==> src/design/srt_pkg.sv <==
// ----------------------------------------------------------------------------
// srt_pkg
// Shared types and constants of the sorted rank table.
// ----------------------------------------------------------------------------
`default_nettype none

package srt_pkg;

   localparam int TableDepthDefault = 64;
   localparam int MaxResults        = 64;
   localparam int RankMin           = 1;
   localparam int RankMax           = 4;

   typedef enum logic [2:0] {
      ST_OK        = 3'd0,
      ST_BAD_RANK  = 3'd1,
      ST_FULL      = 3'd2,
      ST_NOT_FOUND = 3'd3,
      ST_ENTRY     = 3'd4,
      ST_NOTHING   = 3'd5
   } status_type;

   typedef enum logic [1:0] {
      FN_INSERT = 2'd0,
      FN_DELETE = 2'd1,
      FN_REPORT = 2'd2
   } func_type;

   typedef enum logic [2:0] {
      S_IDLE,
      S_INS,
      S_INS_HEAD,
      S_DEL,
      S_REP
   } state_type;

   typedef struct packed {
      logic [31:0] id;
      logic [2:0]  rank;
      logic [11:0] year;
   } rec_type;

   typedef struct packed {
      logic rd_en;
      logic wr_en;
      logic wr_new;
   } store_ctrl_type;

   typedef struct packed {
      logic key_ge;
      logic id_eq;
   } store_stat_type;

endpackage

`default_nettype wire

==> src/design/srt_store.sv <==
// ----------------------------------------------------------------------------
// srt_store
// Entry memory with registered read, plus the shared key and identifier
// compare against the transaction's record.
// ----------------------------------------------------------------------------
`default_nettype none

module srt_store #(
   parameter int  TableDepth = srt_pkg::TableDepthDefault,
   localparam int AddrW      = $clog2(TableDepth)
) (
   input  wire                          clock,
   input  wire srt_pkg::store_ctrl_type ctrl,
   input  wire [AddrW-1:0]              rd_addr,
   input  wire [AddrW-1:0]              wr_addr,
   input  wire srt_pkg::rec_type        new_rec,
   output srt_pkg::rec_type             rd_rec,
   output srt_pkg::store_stat_type      stat
);
   import srt_pkg::*;

   rec_type mem [TableDepth];
   rec_type rd_rec_ff;

   always_ff @(posedge clock) begin
      if (ctrl.wr_en) begin
         mem[wr_addr] <= ctrl.wr_new ? new_rec : rd_rec_ff;
      end
      if (ctrl.rd_en) begin
         rd_rec_ff <= mem[rd_addr];
      end
   end

   always_comb begin
      stat.key_ge = {rd_rec_ff.rank, rd_rec_ff.year} >= {new_rec.rank, new_rec.year};
      stat.id_eq  = (rd_rec_ff.id == new_rec.id);
   end

   assign rd_rec = rd_rec_ff;

endmodule

`default_nettype wire

==> src/design/sorted_rank_table_top.sv <==
// ----------------------------------------------------------------------------
// sorted_rank_table_top
// Ordered table of (id, rank, year) records with insert, delete and report.
// Bad rank, full, empty-table and nothing-to-report cases answer in the cycle
//   after start; insert walks down from the last entry, shifting entries up,
//   delete walks every entry from the first, report walks down from the last.
// Throughput: one transaction at a time, the memory walked one entry per
//   cycle; busy is high during the walk. Results cannot stall.
// Reset: synchronous; empties the table, memory contents are not cleared.
// ----------------------------------------------------------------------------
`default_nettype none

module sorted_rank_table_top #(
   parameter int  TableDepth = srt_pkg::TableDepthDefault,
   localparam int AddrW      = $clog2(TableDepth),
   localparam int CountW     = $clog2(TableDepth + 1)
) (
   input  wire         clock,
   input  wire         reset,
   input  wire         start,
   output logic        busy,
   input  wire  [1:0]  req_func,
   input  wire  [31:0] req_record_id,
   input  wire  [2:0]  req_rank_code,
   input  wire  [11:0] req_rank_year,
   input  wire  [6:0]  req_report_count,
   output logic        rsp_strobe,
   output logic [2:0]  rsp_status,
   output logic [31:0] rsp_out_id,
   output logic [2:0]  rsp_out_rank,
   output logic [11:0] rsp_out_year,
   output logic        rsp_last
);
   import srt_pkg::*;

   localparam int NumW = (CountW > 7) ? CountW : 7;

   state_type        state_ff, state_in;
   logic [CountW-1:0] count_ff, count_in;
   logic [AddrW-1:0] proc_ff, proc_in;
   logic [6:0]       rem_ff, rem_in;
   logic             found_ff, found_in;
   rec_type          new_rec_ff, new_rec_in;

   logic             rsp_strobe_ff, rsp_strobe_in;
   status_type       rsp_status_ff, rsp_status_in;
   rec_type          rsp_rec_ff, rsp_rec_in;
   logic             rsp_last_ff, rsp_last_in;

   store_ctrl_type   ctrl;
   store_stat_type   stat;
   logic [AddrW-1:0] rd_addr, wr_addr;
   rec_type          rd_rec, store_new;

   logic             accept;
   rec_type          req_rec;
   logic             bad_rank, table_full, table_empty;
   logic [AddrW-1:0] last_idx;
   logic [6:0]       rep_cap, rep_n;

   srt_store #(.TableDepth(TableDepth)) u_store (
      .clock   (clock),
      .ctrl    (ctrl),
      .rd_addr (rd_addr),
      .wr_addr (wr_addr),
      .new_rec (store_new),
      .rd_rec  (rd_rec),
      .stat    (stat)
   );

   // request decode
   always_comb begin
      accept      = start && (state_ff == S_IDLE);
      req_rec     = '{id: req_record_id, rank: req_rank_code, year: req_rank_year};
      bad_rank    = (req_rank_code < 3'(RankMin)) || (req_rank_code > 3'(RankMax));
      table_full  = (count_ff == CountW'(TableDepth));
      table_empty = (count_ff == '0);
      last_idx    = AddrW'(count_ff - CountW'(1));
      rep_cap     = (req_report_count > 7'(MaxResults)) ? 7'(MaxResults) : req_report_count;
      rep_n       = (NumW'(rep_cap) > NumW'(count_ff)) ? 7'(count_ff) : rep_cap;
      store_new   = (state_ff == S_IDLE) ? req_rec : new_rec_ff;
   end

   // next state
   always_comb begin
      state_in = state_ff;
      case (state_ff)
         S_IDLE: begin
            if (accept) begin
               case (func_type'(req_func))
                  FN_INSERT: begin
                     if (!bad_rank && !table_full && !table_empty) begin
                        state_in = S_INS;
                     end
                  end
                  FN_DELETE: begin
                     if (!table_empty) begin
                        state_in = S_DEL;
                     end
                  end
                  FN_REPORT: begin
                     if (rep_n != '0) begin
                        state_in = S_REP;
                     end
                  end
                  default: state_in = S_IDLE;
               endcase
            end
         end
         S_INS: begin
            if (!stat.key_ge) begin
               state_in = S_IDLE;
            end else if (proc_ff == '0) begin
               state_in = S_INS_HEAD;
            end
         end
         S_INS_HEAD: state_in = S_IDLE;
         S_DEL: begin
            if (proc_ff == last_idx) begin
               state_in = S_IDLE;
            end
         end
         S_REP: begin
            if (rem_ff == 7'd1) begin
               state_in = S_IDLE;
            end
         end
         default: state_in = S_IDLE;
      endcase
   end

   // datapath and memory control
   always_comb begin
      ctrl          = '0;
      rd_addr       = proc_ff;
      wr_addr       = proc_ff;
      count_in      = count_ff;
      proc_in       = proc_ff;
      rem_in        = rem_ff;
      found_in      = found_ff;
      new_rec_in    = new_rec_ff;
      rsp_strobe_in = 1'b0;
      rsp_status_in = ST_OK;
      rsp_rec_in    = '0;
      rsp_last_in   = 1'b1;
      case (state_ff)
         S_IDLE: begin
            if (accept) begin
               new_rec_in = req_rec;
               found_in   = 1'b0;
               case (func_type'(req_func))
                  FN_INSERT: begin
                     if (bad_rank) begin
                        rsp_strobe_in = 1'b1;
                        rsp_status_in = ST_BAD_RANK;
                     end else if (table_full) begin
                        rsp_strobe_in = 1'b1;
                        rsp_status_in = ST_FULL;
                     end else if (table_empty) begin
                        ctrl.wr_en    = 1'b1;
                        ctrl.wr_new   = 1'b1;
                        wr_addr       = '0;
                        count_in      = count_ff + CountW'(1);
                        rsp_strobe_in = 1'b1;
                        rsp_status_in = ST_OK;
                     end else begin
                        ctrl.rd_en = 1'b1;
                        rd_addr    = last_idx;
                        proc_in    = last_idx;
                     end
                  end
                  FN_DELETE: begin
                     if (table_empty) begin
                        rsp_strobe_in = 1'b1;
                        rsp_status_in = ST_NOT_FOUND;
                     end else begin
                        ctrl.rd_en = 1'b1;
                        rd_addr    = '0;
                        proc_in    = '0;
                     end
                  end
                  FN_REPORT: begin
                     if (rep_n == '0) begin
                        rsp_strobe_in = 1'b1;
                        rsp_status_in = ST_NOTHING;
                     end else begin
                        ctrl.rd_en = 1'b1;
                        rd_addr    = last_idx;
                        proc_in    = last_idx;
                        rem_in     = rep_n;
                     end
                  end
                  default: ;
               endcase
            end
         end
         S_INS: begin
            ctrl.wr_en = 1'b1;
            wr_addr    = proc_ff + AddrW'(1);
            if (stat.key_ge) begin
               ctrl.wr_new = 1'b0;
               if (proc_ff != '0) begin
                  ctrl.rd_en = 1'b1;
                  rd_addr    = proc_ff - AddrW'(1);
                  proc_in    = proc_ff - AddrW'(1);
               end
            end else begin
               ctrl.wr_new   = 1'b1;
               count_in      = count_ff + CountW'(1);
               rsp_strobe_in = 1'b1;
               rsp_status_in = ST_OK;
            end
         end
         S_INS_HEAD: begin
            ctrl.wr_en    = 1'b1;
            ctrl.wr_new   = 1'b1;
            wr_addr       = '0;
            count_in      = count_ff + CountW'(1);
            rsp_strobe_in = 1'b1;
            rsp_status_in = ST_OK;
         end
         S_DEL: begin
            if (found_ff) begin
               ctrl.wr_en = 1'b1;
               wr_addr    = proc_ff - AddrW'(1);
            end else if (stat.id_eq) begin
               found_in = 1'b1;
            end
            if (proc_ff == last_idx) begin
               rsp_strobe_in = 1'b1;
               if (found_ff || stat.id_eq) begin
                  count_in      = count_ff - CountW'(1);
                  rsp_status_in = ST_OK;
               end else begin
                  rsp_status_in = ST_NOT_FOUND;
               end
            end else begin
               ctrl.rd_en = 1'b1;
               rd_addr    = proc_ff + AddrW'(1);
               proc_in    = proc_ff + AddrW'(1);
            end
         end
         S_REP: begin
            rsp_strobe_in = 1'b1;
            rsp_status_in = ST_ENTRY;
            rsp_rec_in    = rd_rec;
            rsp_last_in   = (rem_ff == 7'd1);
            if (rem_ff != 7'd1) begin
               ctrl.rd_en = 1'b1;
               rd_addr    = proc_ff - AddrW'(1);
               proc_in    = proc_ff - AddrW'(1);
               rem_in     = rem_ff - 7'd1;
            end
         end
         default: ;
      endcase
   end

   always_ff @(posedge clock) begin
      if (reset) begin
         state_ff      <= S_IDLE;
         count_ff      <= '0;
         found_ff      <= 1'b0;
         rsp_strobe_ff <= 1'b0;
      end else begin
         state_ff      <= state_in;
         count_ff      <= count_in;
         found_ff      <= found_in;
         rsp_strobe_ff <= rsp_strobe_in;
      end
   end

   always_ff @(posedge clock) begin
      proc_ff       <= proc_in;
      rem_ff        <= rem_in;
      new_rec_ff    <= new_rec_in;
      rsp_status_ff <= rsp_status_in;
      rsp_rec_ff    <= rsp_rec_in;
      rsp_last_ff   <= rsp_last_in;
   end

   assign busy         = (state_ff != S_IDLE);
   assign rsp_strobe   = rsp_strobe_ff;
   assign rsp_status   = rsp_status_ff;
   assign rsp_out_id   = rsp_rec_ff.id;
   assign rsp_out_rank = rsp_rec_ff.rank;
   assign rsp_out_year = rsp_rec_ff.year;
   assign rsp_last     = rsp_last_ff;

   a_count_bound: assert property (@(posedge clock) disable iff (reset)
      count_ff <= CountW'(TableDepth))
      else $error("entry count above table depth");

   a_write_when_active: assert property (@(posedge clock) disable iff (reset)
      ctrl.wr_en |-> (state_ff != S_IDLE) || accept)
      else $error("memory write outside a transaction");

   a_partial_from_report: assert property (@(posedge clock) disable iff (reset)
      rsp_strobe_ff && !rsp_last_ff |-> $past(state_ff == S_REP))
      else $error("non-final result outside a report");

   a_report_continues: assert property (@(posedge clock) disable iff (reset)
      rsp_strobe_ff && !rsp_last_ff |-> busy)
      else $error("report ended before its final result");

   a_head_insert_grows: assert property (@(posedge clock) disable iff (reset)
      state_ff == S_INS_HEAD |=> count_ff == $past(count_ff) + CountW'(1))
      else $error("head insert did not grow the table");

endmodule

`default_nettype wire
==> config.mk <==
export PLATFORM = sky130hd
export DESIGN_NAME = sorted_rank_table_top
export DESIGN_NICKNAME = d
export VERILOG_FILES = /design/src/design/srt_pkg.sv /design/src/design/srt_store.sv /design/src/design/sorted_rank_table_top.sv
export SDC_FILE = /design/constraint.sdc
export NUM_CORES = 2
export LEC_CHECK = 0
export BUFFER_PORTS_ARGS = -buffer_cell sky130_fd_sc_hd__clkbuf_2
export CAP_MARGIN = 20
export CELL_PAD_IN_SITES_DETAIL_PLACEMENT = 0
export CELL_PAD_IN_SITES_GLOBAL_PLACEMENT = 2
export CORE_MARGIN = 10
export CORE_UTILIZATION = 50
export CTS_BUF_LIST = sky130_fd_sc_hd__clkbuf_4 sky130_fd_sc_hd__clkbuf_8
export DETAILED_ROUTE_END_ITERATION = 12
export PLACE_DENSITY_LB_ADDON = 0.1
export SYNTH_ARGS = -nofsm -noshare
export SYNTH_HDL_FRONTEND = slang
export SYNTH_HIERARCHICAL = 1
export SYNTH_SLANG_ARGS = --single-unit
==> constraint.sdc <==
create_clock -name clock -period 9.1 [get_ports clock]
set_clock_uncertainty 0.2 [all_clocks]
set_input_delay 2.275 -clock clock [delete_from_list [all_inputs] [get_ports clock]]
set_output_delay 2.275 -clock clock [all_outputs]
set_load 0.01 [all_outputs]
== Word level (Yosys, flattened, before mapping) ==
Memories as Yosys holds them, arrays and structs flattened. A register that Yosys moved wholly into a read port is not among the register bits.
Index checks and enable logic that the tools add are counted.

* Add/sub/neg operators: 5
* $lt $le $gt $ge: 5
* Equality and inequality tests: 27
* Mux-type cells: 87
* Reductions and logical operators: 26

{| class="wikitable"
|+ Operator list
! operator !! number
|-
| two-way mux 7 bit || 14
|-
| two-way mux 6 bit || 16
|-
| two-way mux 47 bit || 2
|-
| one-hot mux 6 bit (4 select lines) || 2
|-
| two-way mux 3 bit || 14
|-
| equality test 32 bit || 1
|-
| one-hot mux 7 bit (4 select lines) || 1
|-
| one-hot mux 3 bit (3 select lines) || 3
|-
| != test 2 bit (second input constant) || 10
|-
| two-way mux 1 bit || 19
|-
| one-hot mux 6 bit (3 select lines) || 1
|-
| >= comparator 15 bit || 1
|-
| zero test 7 bit || 2
|-
| one-hot mux 7 bit (2 select lines) || 1
|-
| subtractor 7 x 1 -> 7 bit (second input constant) || 2
|-
| two-way mux 2 bit || 6
|-
| != test 3 bit (second input constant) || 4
|-
| one-hot mux 1 bit (3 select lines) || 4
|-
| one-hot mux 3 bit (4 select lines) || 1
|-
| AND reduction 9 bit || 1
|-
| one-hot mux 1 bit (4 select lines) || 2
|-
| adder 7 x 1 -> 7 bit (second input constant) || 1
|-
| equality test 7 x 1 -> 1 bit (second input constant) || 1
|-
| equality test 7 bit (second input constant) || 1
|-
| 30 further kinds || 40
|}

* Register bits: 123
* RAM bits: 3008
* Input port bits: 59
* Output and inout port bits: 53
* Word-level logic and storage cells: 165
* Memories kept: 1

{| class="wikitable"
|+ Memory list
! memory !! depth !! width !! rd ports !! clocked after memory_dff !! wr ports !! RTL line !! source
|-
| u_store.mem || 64 || 47 || 1 || 1 || 1 || srt_store.sv:22 || <nowiki>rec_type mem [TableDepth];</nowiki>
|}

== Depth between registers and ports, before layout ==
* Word-level depth: 11
* Depth in mapped cells: 29
* Gate-level depth less buffers: 24

== By module ==
The synthesis kept the hierarchy.

{| class="wikitable"
|+ Modules (own cells, without submodules)
! module !! times used !! cells each !! area an instance (µm²) !! seq. area each (µm²)
|-
| srt_store || 1 || 5005 || 116775.7 || 91738.0
|-
| sorted_rank_table_top || 1 || 660 || 5999.5 || 3002.9
|}

== Worst setup path after synthesis ==
No wires, ideal clock.

* Path kind: input-to-reg
* Start point: in req_rank_year[0]
* End point: mem u_store/mem[0][0] (netlist bit) (data pin)
* Library setup time: 702 ps
* Arrival: 7002 ps
* Data required time: 8198 ps
* Slack: 1195 ps
* Stages: 17
* Buffers on the path: 2
* Path through: nand2_1 nand2_1 ha_1 nand2b_1 a21o_1 a21o_1 a21oi_1 o21ai_0 a31o_2 nor2b_1 nor2_1 nor2_1 a41oi_1 nor2_1 clkbuf_1 buf_1 o21ai_0

{| class="wikitable"
|+ RTL lines
! item !! RTL line !! source
|-
| start: declaration || sorted_rank_table_top.sv:25 || <nowiki>input wire [11:0] req_rank_year,</nowiki>
|-
| end: declaration || srt_store.sv:22 ||
|}

==> results.yml <==
yosys:
  ys.flop_type: "edfxtp_1"
  synth-async-reset-ratio: 0
  synth_nets: 5753
  synth-edff-count: 3109
  syn_avg_cell_area_sq_um: 21.7
  ys_ff_latch: 3178
  synth_top_family_by_area: "multiplexers"
  yosys-mux-area-fraction: 0.154
  yosysWarnings: 6
  synthCells: 5665
  synth_compound_area_frac: 0.0309
  yosysUniqueCellTypes: 73
  synth-simple-area-share: 0.0214
  synth_fa_ha_area_frac: 0.00296
  ys_seq_area_frac: 0.772
  synth_area_sq_mm: 0.123
  synth_xor_area_frac: 0.00455
cts:
  cts_setup_buffers: 0
  cts_htree_levels: 6
  postCtsHoldBufs: 0
  clk_path_buf_depth: 4
  cts_made_buffers: 544
  clk_pin_slew_worst_paths_ns: 0.06
  root_buffer: "clkbuf_8"
  clkLatencyLatePin_ns: 1.10
  cts_tree: "yes"
  clock_sinks: 3178
  cts.repair.resized: 0
sta:
  rsz0062_at_grt: "no"
  min_period_ns: 7.83
  slew_headroom: 0.135
  setup_viol: 0
  fmax_ghz: 0.128
  hold_slack_ns: 0.390
  drv_slew: 0
  hold_viol: 0
  worstMarginPinSlew_ns: 1.30
  final.setup.tns_ns: 0
  min_period_over_period: 0.860
place:
  gp_congestion: 0.837
  dp_hpwl_microns: 206000
  port-buffer-count: 111
floorplan:
  die-area_sq_mm: 0.266
  fp.dieW_microns: 516
  core_area_sq_mm: 0.244
  initial_core_util: 0.504
  rows: 181
  die_h_microns: 516
  io_pins: 112
detailed_routing:
  vias: 63400
  drt_first_pass_iters: 5
  routed_via_density: 6.37
  ant_nets: 0
  wl_microns: 347000
  drt_iter0_drc: 7826
  drcViolationCount: 0
  wire_per_inst_microns: 34.8
finish:
  nNetsFinal: 6459
  area_growth_pct: 14.4
  drive_above_1_share: 0.328
worst_hold_path:
  worstHoldPathType: "flip-flop to flip-flop"
  hold_start: "count_ff[1]"
  min_to: "count_ff[1]"
  whs_path_depth: 2
worst_setup_path:
  start_kind: "flip-flop"
  path_cells: "nor3_4 -> buf_4 -> nand2_1 -> nand2_1 -> inv_1 -> ha_1 -> o21ai_0 -> nand2b_1 -> a21oi_1 -> nor2_1 -> a221o_1 -> a31o_2 -> o21ai_0 -> a21oi_1 -> nor2_1 -> nor2_1 -> o21ai_0 -> a221o_4 -> buf_12 -> buf_12 -> mux4_2 -> mux2_2 -> a221oi_1 -> nand2_1"
  cp.arrival_ns: 8.40
  cp_data_required_time_ns: 9.67
  cpMaxStageDelayCell: "a221oi_1"
  regToRegEndpoint: "u_store/rd_rec[43]"
  regToRegStartpoint: "state_ff[1]"
  cp_slowest_stage_delay_ns: 1.05
  reg2reg_depth: 24
  reg2reg_slack_ns: 1.27
  critPathKind: "flip-flop to flip-flop"
  cp_max_fo: 52
  end_kind: "flip-flop"
global_route:
  grt-ovfl-total: 0
  grt_pass1_wl_microns: 489000
  track_usage: 0.259
  grt_pass1_vias: 63800
  grt_max_degree: 91
  antenna_found_initial: 19
run:
  maxCapViolCount: 0
power_and_ir_drop:
  ir_worst_vdd_uv: 301
  p_per_area_mw_per_mm2: 325
  power_leakage_nw: 45.8
outcome:
  status: "complete, no violations"
metrics by stage:
step	setup WS [ns]	utilization	total power, mW	std cells	cell area (sq um)
5_1_grt	0.926	0.576	47.5	9954	140000
6_report	1.27	0.577	45.7	9959	140000
2_1_floorplan	1.20	-	27.3	5665	123000
4_1_cts	1.42	0.574	45.8	9926	140000
3_3_place_gp	0.196	0.532	33.4	8990	130000
3_5_place_dp	0.442	0.533	33.6	9000	130000
worst max-delay path by stage:
stage                     startpoint                  to  slack [ns]  cells past startpoint
finish                   state_ff[1]  u_store/rd_rec[43]        1.27                     24
CTS                      state_ff[1]  u_store/rd_rec[43]        1.42                     25
global placement    req_rank_year[8]  u_store/rd_rec[19]        0.20                     24
detailed placement  req_rank_year[8]  u_store/rd_rec[43]        0.44                     23
global route             state_ff[1]  u_store/rd_rec[43]        0.93                     23
floorplan           req_rank_year[0]   u_store/mem[0][0]        1.20                     17
cells in the final DEF, fill, tap and decap left out, types with 15 or more instances in the layout:
master,n
a221oi_1,88
xor2_1,43
nor2b_1,23
clkinvlp_4,18
ha_1,29
dfxtp_1,68
o21ai_0,58
inv_1,29
nand2b_1,15
clkbuf_4,184
buf_4,267
clkbuf_2,111
nor3_1,22
and3_1,55
mux2i_1,130
mux4_2,752
o22ai_1,66
buf_12,102
a21oi_1,118
mux2_2,62
nor2_4,66
nand2_1,204
o221ai_1,59
nor2_1,98
clkbuf_8,560
edfxtp_1,3109
clkinv_1,120
clkinv_2,27
a211oi_1,26
a22o_1,48
logic make-up after synthesis:
logic type	after synthesis
AOI/OAI and AO/OA	536
xor gates and xnor gates	59
adders and majority gates	29
buffers and inverters	357
DFF	3178
muxes	944
and+or+nand+nor	562
area by class of cell:
| class | count | area [sq um] |
|---|---|---|
| fillers | 18100 | 103000 |
| multi-input cells | 2130 | 26900 |
| inverters | 34 | 135 |
| clock buffers | 743 | 9080 |
| clock inverters | 183 | 1030 |
| diodes | 6 | 15.0 |
| flip-flops and latches | 3178 | 94700 |
| well taps | 3202 | 4010 |
| repair buffers | 483 | 4630 |
synth_stat cells (13+ instances only):
cell      count  area share
edfxtp_1   3109        0.76
mux4_2      752        0.14
nand2_1     204      0.0062
nor2_1      164      0.0050
clkbuf_1    150      0.0046
mux2i_1     130       0.011
a21oi_1     118      0.0048
a221oi_1     88      0.0063
buf_2        76      0.0031
dfxtp_1      69       0.011
o22ai_1      66      0.0034
mux2_2       62      0.0057
o21ai_0      59      0.0024
o221ai_1     59      0.0042
and3_1       55      0.0028
a22o_1       48      0.0034
xor2_1       43      0.0031
buf_4        42      0.0026
buf_1        33      0.0010
inv_1        31     0.00095
ha_1         29      0.0030
a211oi_1     26      0.0016
nor2b_1      26      0.0013
buf_6        22      0.0020
nor3_1       22     0.00090
nand2b_1     17     0.00087
nand3_1      13     0.00053
xnor2_1      13     0.00093
report_power, final:
part	internal, mW	switching [mW]	total, mW
Combinational	5.93	9.28	15.2
Sequential	17.9	0.346	18.3
Clock	6.62	5.62	12.2
Total	30.5	15.2	45.7
worst max-delay path: cells and delay by family (launching register included):
family                   cells  cell delay [ns]
AO/OA/AOI/OAI                9             3.50
buffers and inverters        4             1.25
AND/OR/NAND/NOR              8             0.92
multiplexers                 2             0.67
adder cells (fa/ha/maj)      1             0.26
flip-flops                   1             0.50
sequential cells by signal, indices dropped and copies added (netlist names), 6 cells and up:
signal and cells:
rem_ff 7, u_store/rd_rec 47, rsp_out_id 32, new_rec_ff 47, rsp_out_year 12, count_ff 7
u_store/mem 3008, proc_ff 6
per-layer routing:
layer / global-route usage / vias up / part of all wire
met2: 0.383 / 3158 / 0.45
met3: 0.0628 / 426 / 0.10
met1: 0.393 / 34500 / 0.43
met5: 0 / - / 0.000037
met4: 0.0581 / 2 / 0.020
li1: - / 25400 / -
No activity file was read; power rests on OpenSTA's default activity.
